$ cat src/hw/rtl/fmprc_pkg.sv
package fmprc_pkg;

    localparam int RULE_DEPTH_DEF = 64;

    localparam logic [7:0]  PROTO_TCP = 8'd6;
    localparam logic [7:0]  PROTO_UDP = 8'd17;
    localparam logic [7:0]  PROTO_ANY = 8'd143;
    localparam logic [15:0] PORT_WILD = 16'd0;
    localparam logic [15:0] PORT_HIGH = 16'd1023;
    localparam logic [1:0]  DIR_ANY   = 2'd3;
    localparam logic [1:0]  ACK_ANY   = 2'd3;

    localparam logic [2:0] ST_OK       = 3'd0;
    localparam logic [2:0] ST_BAD_DIR  = 3'd1;
    localparam logic [2:0] ST_BAD_PFX  = 3'd2;
    localparam logic [2:0] ST_PORTS    = 3'd3;
    localparam logic [2:0] ST_BAD_ACK  = 3'd4;
    localparam logic [2:0] ST_ACK_NANY = 3'd5;

    localparam logic [1:0] RSN_MATCH = 2'd0;
    localparam logic [1:0] RSN_NONE  = 2'd1;
    localparam logic [1:0] RSN_XMAS  = 2'd2;

    // One stored rule, masks already expanded.
    typedef struct packed {
        logic [31:0] src_net;
        logic [31:0] src_mask;
        logic [31:0] dst_net;
        logic [31:0] dst_mask;
        logic [1:0]  dir;
        logic [7:0]  proto;
        logic [15:0] sport;
        logic [15:0] dport;
        logic [1:0]  ack;
        logic        act;
    } rule_t;

    // Packet header travelling along the chain.
    typedef struct packed {
        logic [1:0]  dir;
        logic [31:0] src;
        logic [31:0] dst;
        logic [7:0]  proto;
        logic [15:0] sport;
        logic [15:0] dport;
        logic [1:0]  ack;
    } pkt_t;

    // Search token handed from cell to cell.
    typedef struct packed {
        logic live;
        logic found;
        logic drop;
    } tok_t;

    typedef enum logic [1:0] {
        S_IDLE,
        S_RUN,
        S_DONE
    } state_t;

    function automatic logic [31:0] prefix_mask(input logic [5:0] len);
        logic [31:0] m;
        m = '0;
        for (int b = 0; b < 32; b++)
        begin
            m[31 - b] = (6'(b) < len);
        end
        return m;
    endfunction

    function automatic logic port_hits(input logic [15:0] pkt, input logic [15:0] rule);
        return (rule == PORT_WILD) || (rule == pkt) || ((rule == PORT_HIGH) && (pkt > 16'd1023));
    endfunction

endpackage

$ cat src/hw/rtl/fmprc_cell.sv
// One rule slot: holds the rule and compares the header seen this cycle.
module fmprc_cell (
    input  logic                 clk,
    input  logic                 wr_en,
    input  fmprc_pkg::rule_t     wr_rule,
    input  fmprc_pkg::pkt_t      pkt,
    input  logic                 active,
    input  fmprc_pkg::tok_t      tok_in,
    output fmprc_pkg::tok_t      tok_out
);

    fmprc_pkg::rule_t rule_reg;
    logic hit;

    // Rule storage; written only by a valid rule write.
    always_ff @(posedge clk)
    begin
        if (wr_en)
        begin
            rule_reg <= wr_rule;
        end
    end

    // Match logic for this slot.
    always_comb
    begin
        hit = 1'b1;
        if (rule_reg.dir != fmprc_pkg::DIR_ANY && rule_reg.dir != pkt.dir)
            hit = 1'b0;
        if ((pkt.src & rule_reg.src_mask) != (rule_reg.src_net & rule_reg.src_mask))
            hit = 1'b0;
        if ((pkt.dst & rule_reg.dst_mask) != (rule_reg.dst_net & rule_reg.dst_mask))
            hit = 1'b0;
        if (rule_reg.proto != fmprc_pkg::PROTO_ANY && rule_reg.proto != pkt.proto)
            hit = 1'b0;
        if (pkt.proto == fmprc_pkg::PROTO_TCP || pkt.proto == fmprc_pkg::PROTO_UDP)
        begin
            if (!fmprc_pkg::port_hits(pkt.sport, rule_reg.sport))
                hit = 1'b0;
            if (!fmprc_pkg::port_hits(pkt.dport, rule_reg.dport))
                hit = 1'b0;
            if (pkt.proto == fmprc_pkg::PROTO_TCP && rule_reg.ack != fmprc_pkg::ACK_ANY
                && rule_reg.ack != pkt.ack)
                hit = 1'b0;
        end
    end

    // Pass the token on, claiming it on the first hit.
    always_comb
    begin
        tok_out = tok_in;
        if (tok_in.live && !tok_in.found && active && hit)
        begin
            tok_out.found = 1'b1;
            tok_out.drop  = rule_reg.act;
        end
    end

endmodule

$ cat config.mk
export PLATFORM = sky130hd
export DESIGN_NAME = fmprc_cell
export DESIGN_NICKNAME = d
export VERILOG_FILES = /design/src/hw/rtl/fmprc_pkg.sv /design/src/hw/rtl/fmprc_cell.sv
export SDC_FILE = /design/constraint.sdc
export NUM_CORES = 1
export LEC_CHECK = 0
export ABC_AREA = 1
export BUFFER_PORTS_ARGS = -buffer_cell sky130_fd_sc_hd__buf_4
export CORE_MARGIN = 2
export CORE_UTILIZATION = 50
export CTS_CLUSTER_SIZE = 20
export DETAILED_ROUTE_END_ITERATION = 8
export PLACE_DENSITY = 0.87
export SLEW_MARGIN = 20
export SYNTH_ARGS = -nofsm -noshare
export SYNTH_HDL_FRONTEND = slang
export SYNTH_SLANG_ARGS = --single-unit
$ cat constraint.sdc
create_clock -name clk -period 4.7 [get_ports clk]
set_input_delay 1.175 -clock clk [delete_from_list [all_inputs] [get_ports clk]]
set_output_delay 1.175 -clock clk [all_outputs]
set_load 0.01 [all_outputs]
# Yosys cells after proc, flatten, opt, wreduce, memory -nomap -nowiden
# Cells that the tools add are included.
# op_classes
reduce_logical,17
shifts,0
mul,0
eq_ne,14
div,0
add_sub_neg,0
bitwise,4
magnitude_cmp,2
n_mux,9
# op_table
op,n
32-bit bitwise AND,4
32-bit != test,2
16-bit by 10-bit == test with 1-bit output (second input constant),2
16-bit == test,2
16-bit by 10-bit greater-than comparator with 1-bit output (second input constant),2
16-bit zero test,2
1-bit logical AND,9
8-bit by 3-bit == test with 1-bit output (second input constant),1
8-bit by 5-bit == test with 1-bit output (second input constant),1
1-bit 2-to-1 mux,8
8-bit != test,1
8-bit != test (second input constant),1
1-bit logical OR,5
2-bit != test,2
2-bit != test (second input constant),2
2-bit 2-to-1 mux,1
1-bit zero test,1
# totals
input_bits,287
reg_bits,173
wordCells,56
latchBits,0
romBits,0
ram_bits,0
output_inout_bits,3
n_memories,0

# Longest topological paths before layout
# logic_depth
word_depth,12
ltp_mapped,13

# Least setup slack after synthesis
# No wires, ideal clock.
# synth_timing
path_kind,input to output
from,input pkt[93] (netlist name)
to,output tok_out[0] (netlist name)
required_ns,3.525
t_arrival_ns,2.080
path_stages,11
n_path_buf,0
slack_ns,1.445
cell_sequence,or2_1 nand3_1 nand2_1 nor2_1 nand2_1 nor2_1 nand2_1 nor2_2 nand2_1 nand2_1 nand2_1
# synth_rtl
element,line_no,rtl
from (decl),fmprc_cell.sv:6,"input fmprc_pkg::pkt_t pkt,"
to (decl),fmprc_cell.sv:9,output fmprc_pkg::tok_t tok_out

==> out/results.ini <==
[global_route]
grt_pass1_wl_mm=28.9
grt_pass1_vias=6399
grt_antenna_before_repair=0
grt_max_degree=89
grt_overflow_total=0
grt_use_total_pct=23.4

[clock_network]
cts.sinks=173
cts.clk_slew.worst_paths_ns=0.08
numCtsBuffers=17
clock_path_buffers=2
tritoncts=yes
ctsResizeCount=0
cts_htree_levels=4
cts_setup_buffers=0
root_buffer=clkbuf_16
hold_buffers=0

[sta]
fmax_mhz=273
timing.hold.ws_ns=0.916
setup_viol=0
worst_pin_slew_ns=0.830
final_hold_viol_count=0
min_period_ns=3.67
slew_headroom_pct=44.7
slew_violations=0
rsz0062_at_grt=false
tns_ns=0
layout_worst_path_cycle_share_pct=78.0

[logic_synthesis]
avgSynthCellArea_sq_um=9.94
syn-num-nets=1066
synth-seq-cells=173
ys_types=19
yosysWarnings=0
ys_seq_area_share_pct=67.1
synth_top_area_cell=edfxtp_1
synth_top_area_share_pct=67.1
synth.area.top_cells=edfxtp_1 (67%), nand2_1 (12%), inv_1 (6.6%)
synthCells=779
synthesis.area_sq_um=7750

[drt]
avgRoutedWirePerCell_um=14.8
final_antenna_net_count=0
vias_per_cell=4.86
drc_errors=0
drt_iter0_markers=333
finalWirelength_mm=19.1
via_count=6261
firstDrtPassIters=5

[setup_path]
critPathLaunchType=primary input
required_ns=3.52
cpMostUsedCell=nand2_1
crit_chain=buf_4 > inv_1 > nand2_1 > nand3_1 > nand2_1 > nor2_1 > nand2_1 > nor2_1 > nand3_2 > nor2_2 > nand2_1 > nand2_1 > nand2_1 > buf_4
setup.worst_path.class=in -> out
worst_ep_arrival_time_ns=2.49
cp_max_fo=2
worst_path_largest_cell_delay_ns=0.21
cp_slowest_cell=nor2_1
crit_path_end_kind=output port

[place]
place.gp.congestion=0.844
io_buffers=289
dpl.hpwl_mm=14.6

[cells_and_area]
area_growth_pct=39.1
drive_gt1_share_pct=29.6
nNetsFinal=1375
antenna-diode-count=0
largest_reg_flops=173
fillCellCount=1068

[floorplan]
core_region_area_sq_um=15100
fp-row-count=45
ios=290
dieArea_sq_um=16500
die_h_um=128
start_util_pct=51.1
die_w_um=128

[pwr]
p_leak_uw=0.00515
vdd_drop_max_v=0.000419
p_per_area_nw_per_um2=348

[run]
maxCapViolCount=0

[min_path]
hold_class=in -> reg

[outcome]
status=completed

final timing paths:
check,cells past startpoint,slack (ns),from,end
worst min-delay path,1,0.92,wr_rule[163],rule_reg[163]
worst max-delay path,14,1.03,pkt[46],tok_out[0]
cell usage in the layout (no fill, tap or decap), drive strengths merged:
master,synthesis,final
nand4,5,5
inv,136,145
clkinvlp,0,1
clkinv,0,2
edfxtp,173,173
a21boi,1,1
nand3b,2,2
xor2,10,10
xnor2,5,5
o211ai,1,1
clkbuf,0,17
or2,21,21
o21ai,4,4
nand3,75,75
nand2,253,253
buf,1,291
a21oi,3,3
bufinv,0,2
nor2,89,89
synth_stat cells:
master / number
o21ai_0: 3
or2_1: 19
xnor2_1: 5
inv_1: 136
o21ai_1: 1
o211ai_1: 1
edfxtp_1: 173
a21boi_0: 1
nand3_2: 2
nand2_1: 253
nand3_1: 73
a21oi_1: 3
nand3b_1: 2
nand4_1: 5
nor2_1: 87
nor2_2: 2
xor2_1: 10
or2_0: 2
buf_4: 1
routing by layer:
layer	wire length (um)	part of all wire, %	vias up	global-route usage (%)
met5	0	0	-	0
met4	389	2.0	0	7.82
met3	1690	8.8	31	8.90
met2	10600	55	232	44.9
met1	6420	34	2886	22.9
li1	-	-	3112	-
worst max-delay path, delay by kind of cell:
kind                   cells  cell delay [ns]
buffers and inverters      3             0.28
AND/OR/NAND/NOR           11             1.03
report_power, final:
| group | internal [uW] | switching (uW) | total [uW] |
|---|---|---|---|
| Clock | 803 | 627 | 1430 |
| Combinational | 237 | 183 | 420 |
| Sequential | 1840 | 60.3 | 1900 |
| Total | 2880 | 871 | 3750 |
cell type report:
type                    count  area, sq um  share of cell area, %
clock inverters            14          173                   1.60
clock buffers              17          425                   3.95
multi-input cells         469         2030                   18.9
flip-flops and latches    173         5190                   48.2
repair buffers            291         2200                   20.4
inverters                 136          510                   4.74
well taps                 188          235                   2.18
through the flow:
| step | area [sq um] | std cells | utilization, % | power (uW) | setup WS, ns |
|---|---|---|---|---|---|
| after floorplan | 7750 | 779 | - | 2070 | 1.44 |
| after global placement | 10200 | 1257 | 67.2 | 2320 | 1.00 |
| after detailed placement | 10200 | 1257 | 67.2 | 2350 | 0.969 |
| after CTS | 10800 | 1288 | 71.1 | 3780 | 0.964 |
| after global routing | 10800 | 1288 | 71.1 | 3900 | 0.809 |
| final | 10800 | 1288 | 71.1 | 3750 | 1.03 |
cell families after synthesis:
logic type	share of synthesized area (%)
buffers and inverters	6.69
and+or+nand+nor	23.9
AOI/OAI and AO/OA	0.646
DFF	67.1
xor gates and xnor gates	1.70
No activity file was read; power rests on OpenSTA's default activity.
